[src/rtl/drfp_pkg.sv]
// Package for the display reply frame parser.
// Frame marker bytes, known command codes and the result record.
// No dependencies.
package drfp_pkg;

  localparam logic [7:0] CHAR_S  = 8'h53;
  localparam logic [7:0] CHAR_T  = 8'h54;
  localparam logic [7:0] CHAR_LT = 8'h3C;
  localparam logic [7:0] CHAR_GT = 8'h3E;
  localparam logic [7:0] CHAR_E  = 8'h45;

  localparam logic [15:0] CMD_KEY_A = 16'h0002;
  localparam logic [15:0] CMD_KEY_B = 16'h1001;

  localparam int unsigned TAIL_LEN = 5;
  localparam int unsigned TAIL_W   = 3;

  localparam logic KIND_PAYLOAD = 1'b0;
  localparam logic KIND_FRAME   = 1'b1;

  localparam logic STATUS_GOOD = 1'b0;
  localparam logic STATUS_BAD  = 1'b1;

  typedef struct packed {
    logic        kind;
    logic [7:0]  payload_byte;
    logic [15:0] command_code;
    logic [7:0]  key_value;
    logic        known_command;
    logic        frame_status;
  } result_t;

endpackage

[src/rtl/display_reply_frame_parser.sv]
// channel | handshake          | payload
// rx      | rx_valid, rx_stall | rx_byte
// res     | res_valid, res_stall | kind, payload_byte, command_code, key_value,
//         |                    | known_command, frame_status
//
// One byte per cycle sustained while the result is not stalled; a result passes
// through the input register, then the parser step into the result register.
// Reset (rst, synchronous) returns the parser to hunting for 'S' and empties
// both registers. A stalled result holds the parser and then the input register.
// Top level of the display reply frame parser; depends on drfp_pkg,
// drfp_parser and drfp_out_reg.
module display_reply_frame_parser (
  input  logic        clk,
  input  logic        rst,
  input  logic        rx_valid,
  output logic        rx_stall,
  input  logic [7:0]  rx_byte,
  output logic        res_valid,
  input  logic        res_stall,
  output logic        kind,
  output logic [7:0]  payload_byte,
  output logic [15:0] command_code,
  output logic [7:0]  key_value,
  output logic        known_command,
  output logic        frame_status
);
  import drfp_pkg::*;

  logic       in_valid;
  logic [7:0] in_byte;
  logic       out_free;
  logic       step;
  logic       p_valid;
  result_t    p_res;
  result_t    res;

  assign step     = in_valid && out_free;
  assign rx_stall = in_valid && !out_free;

  always_ff @(posedge clk) begin
    if (rst) begin
      in_valid <= 1'b0;
    end else if (!rx_stall) begin
      in_valid <= rx_valid;
    end
  end

  always_ff @(posedge clk) begin
    if (!rx_stall && rx_valid) begin
      in_byte <= rx_byte;
    end
  end

  drfp_parser u_parser (
    .clk       (clk),
    .rst       (rst),
    .step      (step),
    .rx_byte   (in_byte),
    .res_valid (p_valid),
    .res       (p_res)
  );

  drfp_out_reg u_out (
    .clk       (clk),
    .rst       (rst),
    .load      (step && p_valid),
    .load_data (p_res),
    .res_stall (res_stall),
    .free      (out_free),
    .res_valid (res_valid),
    .res       (res)
  );

  assign kind          = res.kind;
  assign payload_byte  = res.payload_byte;
  assign command_code  = res.command_code;
  assign key_value     = res.key_value;
  assign known_command = res.known_command;
  assign frame_status  = res.frame_status;

endmodule

[src/rtl/drfp_parser.sv]
// Frame parser state machine: consumes one byte per step and forms at most
// one result per byte. Depends on drfp_pkg.
module drfp_parser (
  input  logic             clk,
  input  logic             rst,
  input  logic             step,
  input  logic [7:0]       rx_byte,
  output logic             res_valid,
  output drfp_pkg::result_t res
);
  import drfp_pkg::*;

  typedef enum logic [3:0] {
    HUNT_S  = 4'd0,
    HUNT_T  = 4'd1,
    HUNT_LT = 4'd2,
    CMD_HI  = 4'd3,
    CMD_LO  = 4'd4,
    LEN_HI  = 4'd5,
    LEN_LO  = 4'd6,
    PAYLOAD = 4'd7,
    TAIL    = 4'd8
  } phase_t;

  phase_t              phase, phase_next;
  logic [15:0]         command_reg, command_reg_next;
  logic [15:0]         length_reg, length_reg_next;
  logic [15:0]         byte_count, byte_count_next;
  logic [7:0]          held_key, held_key_next;
  logic [TAIL_W-1:0]   tail_index, tail_index_next;
  logic                tail_good, tail_good_next;
  logic [15:0]         len_full;
  logic                last_payload;
  logic                tail_ok_byte;
  logic [TAIL_W-1:0]   tail_inc;

  assign len_full     = {length_reg[15:8], rx_byte};
  assign last_payload = ({1'b0, byte_count} + 17'd1) == {1'b0, length_reg};
  assign tail_inc     = tail_index + TAIL_W'(1);

  always_comb begin
    unique case (tail_index)
      TAIL_W'(0): tail_ok_byte = (rx_byte == CHAR_GT);
      TAIL_W'(1): tail_ok_byte = (rx_byte == CHAR_E);
      TAIL_W'(2): tail_ok_byte = (rx_byte == CHAR_T);
      default:    tail_ok_byte = 1'b1;
    endcase
  end

  always_comb begin
    phase_next       = phase;
    command_reg_next = command_reg;
    length_reg_next  = length_reg;
    byte_count_next  = byte_count;
    held_key_next    = held_key;
    tail_index_next  = tail_index;
    tail_good_next   = tail_good;
    res_valid        = 1'b0;
    res              = '0;
    unique case (phase)
      HUNT_T: begin
        if (rx_byte == CHAR_T) phase_next = HUNT_LT;
      end
      HUNT_LT: begin
        if (rx_byte == CHAR_LT) phase_next = CMD_HI;
      end
      CMD_HI: begin
        command_reg_next = {rx_byte, 8'h00};
        phase_next       = CMD_LO;
      end
      CMD_LO: begin
        command_reg_next = {command_reg[15:8], rx_byte};
        phase_next       = LEN_HI;
      end
      LEN_HI: begin
        length_reg_next = {rx_byte, 8'h00};
        phase_next      = LEN_LO;
      end
      LEN_LO: begin
        length_reg_next = len_full;
        byte_count_next = '0;
        held_key_next   = '0;
        if (len_full == 16'd0) begin
          phase_next      = TAIL;
          tail_index_next = '0;
          tail_good_next  = 1'b1;
        end else begin
          phase_next = PAYLOAD;
        end
      end
      PAYLOAD: begin
        if (last_payload) begin
          held_key_next   = rx_byte;
          phase_next      = TAIL;
          tail_index_next = '0;
          tail_good_next  = 1'b1;
        end else begin
          byte_count_next  = byte_count + 16'd1;
          res_valid        = 1'b1;
          res.kind         = KIND_PAYLOAD;
          res.payload_byte = rx_byte;
        end
      end
      TAIL: begin
        tail_good_next  = tail_good & tail_ok_byte;
        tail_index_next = tail_inc;
        if (tail_inc == TAIL_W'(TAIL_LEN)) begin
          res_valid         = 1'b1;
          res.kind          = KIND_FRAME;
          res.command_code  = command_reg;
          res.key_value     = held_key;
          res.known_command = (command_reg == CMD_KEY_A) || (command_reg == CMD_KEY_B);
          res.frame_status  = (tail_good & tail_ok_byte) ? STATUS_GOOD : STATUS_BAD;
          phase_next        = HUNT_S;
          tail_index_next   = '0;
          tail_good_next    = 1'b1;
        end
      end
      default: begin
        phase_next = (rx_byte == CHAR_S) ? HUNT_T : HUNT_S;
      end
    endcase
  end

  always_ff @(posedge clk) begin
    if (rst) begin
      phase       <= HUNT_S;
      command_reg <= '0;
      length_reg  <= '0;
      byte_count  <= '0;
      held_key    <= '0;
      tail_index  <= '0;
      tail_good   <= 1'b1;
    end else if (step) begin
      phase       <= phase_next;
      command_reg <= command_reg_next;
      length_reg  <= length_reg_next;
      byte_count  <= byte_count_next;
      held_key    <= held_key_next;
      tail_index  <= tail_index_next;
      tail_good   <= tail_good_next;
    end
  end

endmodule

[src/rtl/drfp_out_reg.sv]
// Result register: holds one result until the consumer takes it.
// Depends on drfp_pkg.
module drfp_out_reg (
  input  logic              clk,
  input  logic              rst,
  input  logic              load,
  input  drfp_pkg::result_t load_data,
  input  logic              res_stall,
  output logic              free,
  output logic              res_valid,
  output drfp_pkg::result_t res
);
  import drfp_pkg::*;

  assign free = !res_valid || !res_stall;

  always_ff @(posedge clk) begin
    if (rst) begin
      res_valid <= 1'b0;
    end else if (free) begin
      res_valid <= load;
    end
  end

  always_ff @(posedge clk) begin
    if (free && load) begin
      res <= load_data;
    end
  end

endmodule

[config.mk]
export PLATFORM = sky130hd
export DESIGN_NAME = display_reply_frame_parser
export DESIGN_NICKNAME = d
export VERILOG_FILES = /design/src/rtl/drfp_pkg.sv /design/src/rtl/display_reply_frame_parser.sv /design/src/rtl/drfp_parser.sv /design/src/rtl/drfp_out_reg.sv
export SDC_FILE = /design/constraint.sdc
export NUM_CORES = 1
export LEC_CHECK = 0
export ABC_AREA = 1
export CELL_PAD_IN_SITES_DETAIL_PLACEMENT = 1
export CELL_PAD_IN_SITES_GLOBAL_PLACEMENT = 1
export CORE_AREA = 2 2 118 120
export DETAILED_ROUTE_END_ITERATION = 8
export DIE_AREA = 0 0 120 122
export DONT_BUFFER_PORTS = 1
export MAX_ROUTING_LAYER = met4
export PLACE_DENSITY_LB_ADDON = 0.1
export SETUP_SLACK_MARGIN = 0.15
export SYNTH_ARGS = -nofsm -noshare
export SYNTH_HDL_FRONTEND = slang
export SYNTH_SLANG_ARGS = --single-unit
export TNS_END_PERCENT = 20
[constraint.sdc]
create_clock -name clk -period 3.44 [get_ports clk]
set_clock_uncertainty 0.1 [all_clocks]
set_input_delay 0.344 -clock clk [delete_from_list [all_inputs] [get_ports clk]]
set_output_delay 0.344 -clock clk [all_outputs]
set_load 0.05 [all_outputs]
### After elaboration in Yosys (flattened, before gate mapping)

Index checks and enable logic that the tools add are counted.

| word-level totals | value |
|---|---|
| bits in registers | 109 |
| bits of input ports | 12 |
| output and inout port bits | 37 |
| word-level logic and storage cells | 104 |

| operators by class | value |
|---|---|
| $add $sub $neg | 3 |
| eq/ne operators | 25 |
| mux-type cells | 27 |
| bitwise operators | 4 |
| reductions and logical operators | 27 |

Operators with widths:

| operator | number |
|---|---|
| one-hot mux 16 bit (2 select lines) | 3 |
| one-hot mux 4 bit (8 select lines) | 1 |
| == test 8 x 7 -> 1 bit (second input constant) | 3 |
| 2-to-1 mux 4 bit | 5 |
| adder 16 x 1 -> 17 bit (second input constant) | 1 |
| == test 17 x 16 -> 1 bit | 1 |
| adder 16 x 1 -> 16 bit (second input constant) | 1 |
| == test 16 x 13 -> 1 bit (second input constant) | 1 |
| == test 16 x 2 -> 1 bit (second input constant) | 1 |
| == test 4 x 3 -> 1 bit (second input constant) | 4 |
| == test 8 x 6 -> 1 bit (second input constant) | 2 |
| zero test 16 bit | 1 |
| 2-to-1 mux 16 bit | 1 |
| one-hot mux 8 bit (2 select lines) | 1 |
| AND reduction 3 bit | 4 |
| != test 2 x 1 -> 1 bit (second input constant) | 5 |
| 2-to-1 mux 3 bit | 3 |
| one-hot mux 3 bit (3 select lines) | 1 |
| == test 4 x 2 -> 1 bit (second input constant) | 2 |
| 2-to-1 mux 8 bit | 1 |
| 2-to-1 mux 1 bit | 7 |
| one-hot mux 1 bit (3 select lines) | 2 |
| AND reduction 2 bit | 3 |
| nonzero test 2 bit | 3 |
| other kinds (18) | 29 |

### Depth between registers and ports, before layout

Gate-level depths: netlist (run 1).

| logic depth | value |
|---|---|
| depth after elaboration | 6 |
| gate-level depth with buffers | 19 |
| depth with buffers taken out | 18 |

### By module

A second synthesis (run 1) with hierarchy kept.

| unflattened totals | value |
|---|---|
| cell total of the unflattened synthesis | 745 |
| area, all modules | 5522.8 µm² |

By module, submodules not included:

| module | instances | cells an instance | area an instance (µm²) | seq. area each (µm²) |
|---|---|---|---|---|
| drfp_parser | 1 | 686 | 4124.0 | 1281.2 |
| drfp_out_reg | 1 | 40 | 1094.8 | 1071.0 |
| display_reply_frame_parser | 1 | 19 | 304.0 | 260.2 |

### Least setup slack after synthesis (run 1)

No wires, ideal clock.

| path | value |
|---|---|
| path type | register -> register |
| start point | reg u_parser.byte_count[0] |
| end point | reg, netlist name u_out.res[0] |
| library setup time | 0.390 ns |
| data arrival time | 2.474 ns |
| data required time | 2.950 ns |
| slack | 0.477 ns |
| stages on the path, launching flop included | 17 |
| buffers on the path | 1 |
| period minus slack after synthesis | 2.963 ns |
| cell sequence | dfxtp_1 -> ha_1 -> nand3_1 -> nor2_1 -> inv_1 -> o21bai_1 -> nand2_1 -> nand2_1 -> nand2_1 -> nand2_1 -> nor2_2 -> nand2_2 -> nand2_4 -> buf_4 -> nand2_1 -> nand2_1 -> inv_1 |

| between the ends | value |
|---|---|
| cells in the longest elaborated chain, start to end | 6 |

Ends and longest elaborated chain:

| element | RTL line | text |
|---|---|---|
| from (decl) | drfp_parser.sv:28 | `logic [15:0] byte_count, byte_count_next;` |
| from (signal assigned) | drfp_parser.sv:138 | `byte_count <= byte_count_next;` |
| adder 16 x 1 -> 17 bit | drfp_parser.sv:38 | `assign last_payload = ({1'b0, byte_count} + 17'd1) == {1'b0, length_reg};` |
| == test 17 x 16 -> 1 bit | drfp_parser.sv:38 |  |
| 2-to-1 mux 1 bit | drfp_parser.sv:92 | `if (last_payload) begin` |
| one-hot mux 1 bit (2 select lines) | drfp_parser.sv:60 | `unique case (phase)` |
| logical AND 1 bit | display_reply_frame_parser.sv:66 | `.load (step && p_valid),` |
| logical AND 1 bit | drfp_out_reg.sv:26 | `if (free && load) begin` |

No other way between the ends.
A chain may end at the register's enable or synchronous reset.

### Worst setup path in the final report (run 1)

| path | value |
|---|---|
| start point | reg u_parser.byte_count[0] |
| end point | reg, netlist name u_out.res[7] |

| between the ends | value |
|---|---|
| cells in the longest elaborated chain, start to end | 6 |

Ends and longest elaborated chain:

| element | RTL line |
|---|---|
| adder 16 x 1 -> 17 bit | drfp_parser.sv:38 |
| == test 17 x 16 -> 1 bit | drfp_parser.sv:38 |
| 2-to-1 mux 1 bit | drfp_parser.sv:92 |
| one-hot mux 1 bit (2 select lines) | drfp_parser.sv:60 |
| logical AND 1 bit | display_reply_frame_parser.sv:66 |
| logical AND 1 bit | drfp_out_reg.sv:26 |

No other way between the ends.

==> results of run 1 <==
## worst paths after layout
kind / startpoint / end / slack, ps / cells after the start
setup / recovery: u_parser.byte_count[0] / u_out.res[7] / 510 / 16
hold / removal: rx_valid / in_valid / 90 / 2
setup reg to reg: u_parser.byte_count[0] / u_out.res[7] / 510 / 16
hold reg to reg: u_parser.length_reg[3] / u_parser.length_reg[3] / 370 / 2
## timing repair
item,4_1_cts,5_1_grt
hold buffers,10,0
endpoints found under the setup margin,0,6
hold endpoints to repair,55,0
gates resized for setup,0,1
## cell usage in the layout (no fill, tap or decap), types with 2 or more instances in the layout
cell and count:
clkbuf_8 2, nor3_1 14, nand2_1 152, edfxtp_1 43
inv_1 87, buf_12 2, nor2_4 3, nand3_1 48
dlygate4sd3_1 9, clkinv_1 2, nor4_1 5, nor2_1 86
xor2_1 3, o21ai_0 18, nand4_1 20, nand2_2 4
nand3b_1 5, ha_1 6, a21oi_1 57, buf_4 6
clkbuf_16 9, dfxtp_1 66, xnor2_1 2, nand2_4 3
a211oi_1 15, nor2_2 5
## stage by stage
step | hold slack (ps) | instance area (µm²) | setup WS, ps
6_report | 86.1 | 5830 | 506
5_1_grt | 96.4 | 5830 | 222
4_1_cts | 70.0 | 5820 | 454
3_5_place_dp | 321 | 5420 | 478
3_3_place_gp | 319 | 5420 | 617
2_1_floorplan | 341 | 5250 | 477
## layer usage
layer / global-route usage / up-vias / wire length [µm]
met2: 0.370 / 76 / 7310
met3: 0.0300 / 22 / 479
met5: - / - / 0
met4: 0.0838 / 0 / 315
li1: - / 2211 / -
met1: 0.273 / 2120 / 6790
## power by group through the flow
| stage | clock network (mW) | logic (mW) | registers [mW] |
|---|---|---|---|
| after global routing | 1.12 | 0.0956 | 1.38 |
| after CTS | 1.06 | 0.0841 | 1.38 |
| final | 1.04 | 0.0830 | 1.38 |
| after floorplan | 0 | 0.0652 | 1.38 |
| after detailed placement | 0 | 0.0619 | 1.41 |
| after global placement | 0 | 0.0595 | 1.41 |
## cells by family after synthesis
kind of cell	after synthesis	share of synthesized area
DFF	109	0.498
adders and majority gates	6	0.0143
and+or+nand+nor	346	0.290
buffers and inverters	113	0.0861
AOI/OAI and AO/OA	94	0.0987
xor gates and xnor gates	6	0.0126
## final cells by class
class | instances | area share
inverter | 89 | 0.0573
clock inverter | 5 | 0.00708
sequential | 109 | 0.448
timing repair buffer | 17 | 0.0301
tap | 180 | 0.0386
multi-input combinational | 452 | 0.375
clock buffer | 11 | 0.0434
==> results.cfg, run 1 <==
[synth]
synth_area_leader_cell = dfxtp_1
post_synth.cell_area_avg_um2 = 7.78
ys_seq_area_frac = 0.498
synth_common_cells = 152 x nand2_1, 87 x inv_1, 86 x nor2_1, 66 x dfxtp_1, 57 x a21oi_1
netlist_area_um2 = 5250
synthDistinctLibCells = 32
syn_inst = 674
yosysWarningCount = 0
yosys_register_bits = 109
synthesis.nets = 692
synth_top_area_frac = 0.252
dominantRegCellSynth = dfxtp_1
synth_enable_flop_cells = 43
synth_area_leaders = dfxtp_1 25%, edfxtp_1 25%, nand2_1 11%
synth.most_common_cell = nand2_1
ys_async_sr_fraction = 0

[clocking]
h-tree-depth = 3
cts_tree = built
max-clock-path-buffers = 2
clk_pin_slew_worst_paths_ps = 80
clock_sinks = 109
clkLatencyLatePin_ps = 360
cts_root_buf = clkbuf_16
cts_buffers = 9
cts_setup_buffers = 0

[setup_path]
path_class = reg -> reg
critPathSlowestCell = dfxtp_1
worst_path_most_repeated_cell = nand2_1
slowest_delay_ps = 440
path_max_fanout = 33
worst_setup_path_start_kind = flop
cp_cell_sequence = ha_1, nand3_1, nor2_1, inv_1, o21bai_1, nand2_1, nand2_1, nand2_1, nand2_1, nor2_2, nand2_2, nand2_4, nand2_1, nand2_1, inv_1, buf_12
crit_arrival_ps = 2880
cp-end-kind = flop
crit_family = simple AND/OR/NAND/NOR gates
worst-path-buf-inv = 3
critPathRequiredTime_ps = 3390

[sta]
setup-violations-final = 0
tightest_slew_ps = 586
hold_viol = 0
fmaxAchievable_ghz = 0.341
period_needed_ps = 2930
tns_ps = 0
slew_violations = 0
slew_headroom = 0.608
fin_crit_sh = 0.853
rsz0062_at_grt = no

[grt]
antenna_found_initial = 0
grt_pass1_vias = 4542
grt_use_total = 0.221
grt_pass1_wl_um = 24200
grt_remaining_overflow = 0
grt_max_degree = 48

[die]
num_rows = 43
initial_core_util = 0.388
ios = 49
core_um2 = 13500
die_area_um2 = 14600
die_height_um = 122
die_w_um = 120

[drt]
dr.pass1.iters = 4
drc = 0
wl_per_cell_um = 17.3
drtAntennaViolNets = 0
num_vias = 4429
first_iter_violations = 354
finalWirelength_um = 14900
avgViaCountPerCell = 5.13

[finish]
largest_register_ffs = 35
final_core_util = 0.432
diodes = 0
drive_gt1_frac = 0.0586
top_register = u_out.res
seq_area_um2 = 2610
multi_input_area_um2 = 2190
final_nets = 696
stdcell_count = 863
fill_cells = 1647
area_delta_synth_final_pct = 11.1

[place]
gp_congestion = 0.930
post-dp-hpwl_um = 10900
place_inst = 837
port_buffers = 0

[power_and_ir_drop]
p_switching_uw = 593
clkPwrFrac = 0.416
p_seq_frac = 0.550
power.density_nw_per_um2 = 430
p_int_mw = 1.91
switching_share = 0.236
comb_power_share = 0.033
peakVddDrop_v = 0.000187
p_leak_nw = 2.01
total_power_mw = 2.51

[status]
status = complete, no violations

[job]
drv_cap = 0

[hold_path]
hold_class = in -> reg
Note: power is estimated with default switching activity, not from simulation.
==> run 2, diff against run 1 <==
- SETUP_SLACK_MARGIN: 0.15 -> not set
- clock period: 3.44 -> 3.4 ns (I/O delays scaled with it)
==> results.cfg, run 2 (same netlist as run 1, synthesis figures left out) <==
[clocking]
max-clock-path-buffers = 2
cts_buffers = 9
clock_sinks = 109
clkLatencyLatePin_ps = 360
h-tree-depth = 3
cts_setup_buffers = 0
cts_root_buf = clkbuf_16
clk_pin_slew_worst_paths_ps = 70
cts_tree = built

[job]
drv_cap = 0

[sta]
tns_ps = 0
worst_slack_ps = 402
hold_viol = 0
tightest_slew_ps = 647
fin_crit_sh = 0.882
fmaxAchievable_ghz = 0.334
rsz0062_at_grt = no
whs_ps = 69.2
setup-violations-final = 0
slew_violations = 0
period_needed_ps = 3000
slew_headroom = 0.567

[finish]
diodes = 0
drive_gt1_frac = 0.0587
stdcell_count = 862
fill_cells = 1649
top_register = u_out.res
final_core_util = 0.430
largest_register_ffs = 35
final_nets = 695
area_delta_synth_final_pct = 10.8
final_common_cell = nand2_1
final_cell_mix = 152 x nand2_1, 87 x inv_1, 86 x nor2_1
postLayoutCellArea_um2 = 5810

[grt]
grt_pass1_vias = 4505
grt_pass1_wl_um = 24200
grt_remaining_overflow = 0
grt_use_total = 0.221
antenna_found_initial = 0
grt_max_degree = 49

[drt]
drc = 0
first_iter_violations = 290
drtAntennaViolNets = 0
dr.pass1.iters = 4
finalWirelength_um = 14900
num_vias = 4481
wl_per_cell_um = 17.3
avgViaCountPerCell = 5.20

[die]
die_area_um2 = 14600
die_height_um = 122
ios = 49
die_w_um = 120
num_rows = 43
core_um2 = 13500
initial_core_util = 0.388

[place]
dpl_cell_area_um2 = 5420
post-dp-hpwl_um = 10900
gp_congestion = 0.930
place_inst = 837
port_buffers = 0
dp_slack_ps = 442

[power_and_ir_drop]
p_switching_uw = 597
switching_share = 0.236
p_leak_nw = 1.99
p_int_mw = 1.94
peakVddDrop_v = 0.000181
p_seq_frac = 0.552
clkPwrFrac = 0.416
comb_power_share = 0.033
total_power_mw = 2.53
power.density_nw_per_um2 = 436

[hold_path]
hold_class = in -> reg

[setup_path]
crit_arrival_ps = 3150
critPathRequiredTime_ps = 3560
cp-end-kind = flop
path_max_fanout = 17
path_class = reg -> reg
r2r_setup_slack_ps = 400
worst_setup_path_start_kind = flop

[status]
status = complete, no violations
==> run 2: cell count changes in the layout (fill, tap and decap cells not counted), sizes merged <==
cell / delta
dlygate4sd3: -1
==> run 2: final timing paths <==
check / cells past startpoint / endpoint / from
setup / recovery: 18 / u_parser.byte_count[11] / u_parser.byte_count[0]
hold / removal: 2 / in_valid / rx_valid
setup reg to reg: 18 / u_parser.byte_count[11] / u_parser.byte_count[0]
hold reg to reg: 2 / u_parser.length_reg[3] / u_parser.length_reg[3]
==> run 2: what timing repair did <==
action	4_1_cts	5_1_grt
gates resized for setup	0	0
hold endpoints to repair	56	0
endpoints found under the setup margin	0	0
hold buffers	9	0
==> run 2: critical path, cell delays in order, from the launching register on <==
cell     delay [ps]
dfxtp_1         440
ha_1            240
nand2_1         120
nor2_2          230
nand3_1         120
nand2_1         120
nand2_1          60
nand2_1          50
nand2_1          50
nor2_1          130
nand2_1         110
nor2_4          140
nand2_2          80
nand2_4         160
nand2_4         170
nand2_2         250
inv_1           160
nor2_1          130
nor2_1           50
==> run 2: metal layers <==
layer,wire [µm],share of wire,track usage
met1,6780,0.46,0.274
met5,0,0,-
met3,404,0.027,0.0211
met4,270,0.018,0.0846
met2,7450,0.50,0.373
==> run 2: final cells by class <==
class / count / area (µm²) / share of cell area
clock buffers: 11 / 253 / 0.0435
inverters: 89 / 334 / 0.0575
clock inverters: 5 / 41.3 / 0.00710
multi-input cells: 452 / 2180 / 0.375
well taps: 180 / 225 / 0.0387
flip-flops and latches: 109 / 2610 / 0.449
repair buffers: 16 / 165 / 0.0284
==> run 2: power groups by stage <==
stage,sequential (mW),clock [mW],combinational [mW]
after detailed placement,1.43,0,0.0627
after CTS,1.40,1.08,0.0838
after floorplan,1.40,0,0.0659
after global placement,1.43,0,0.0602
final,1.40,1.05,0.0827
after global routing,1.40,1.13,0.0950
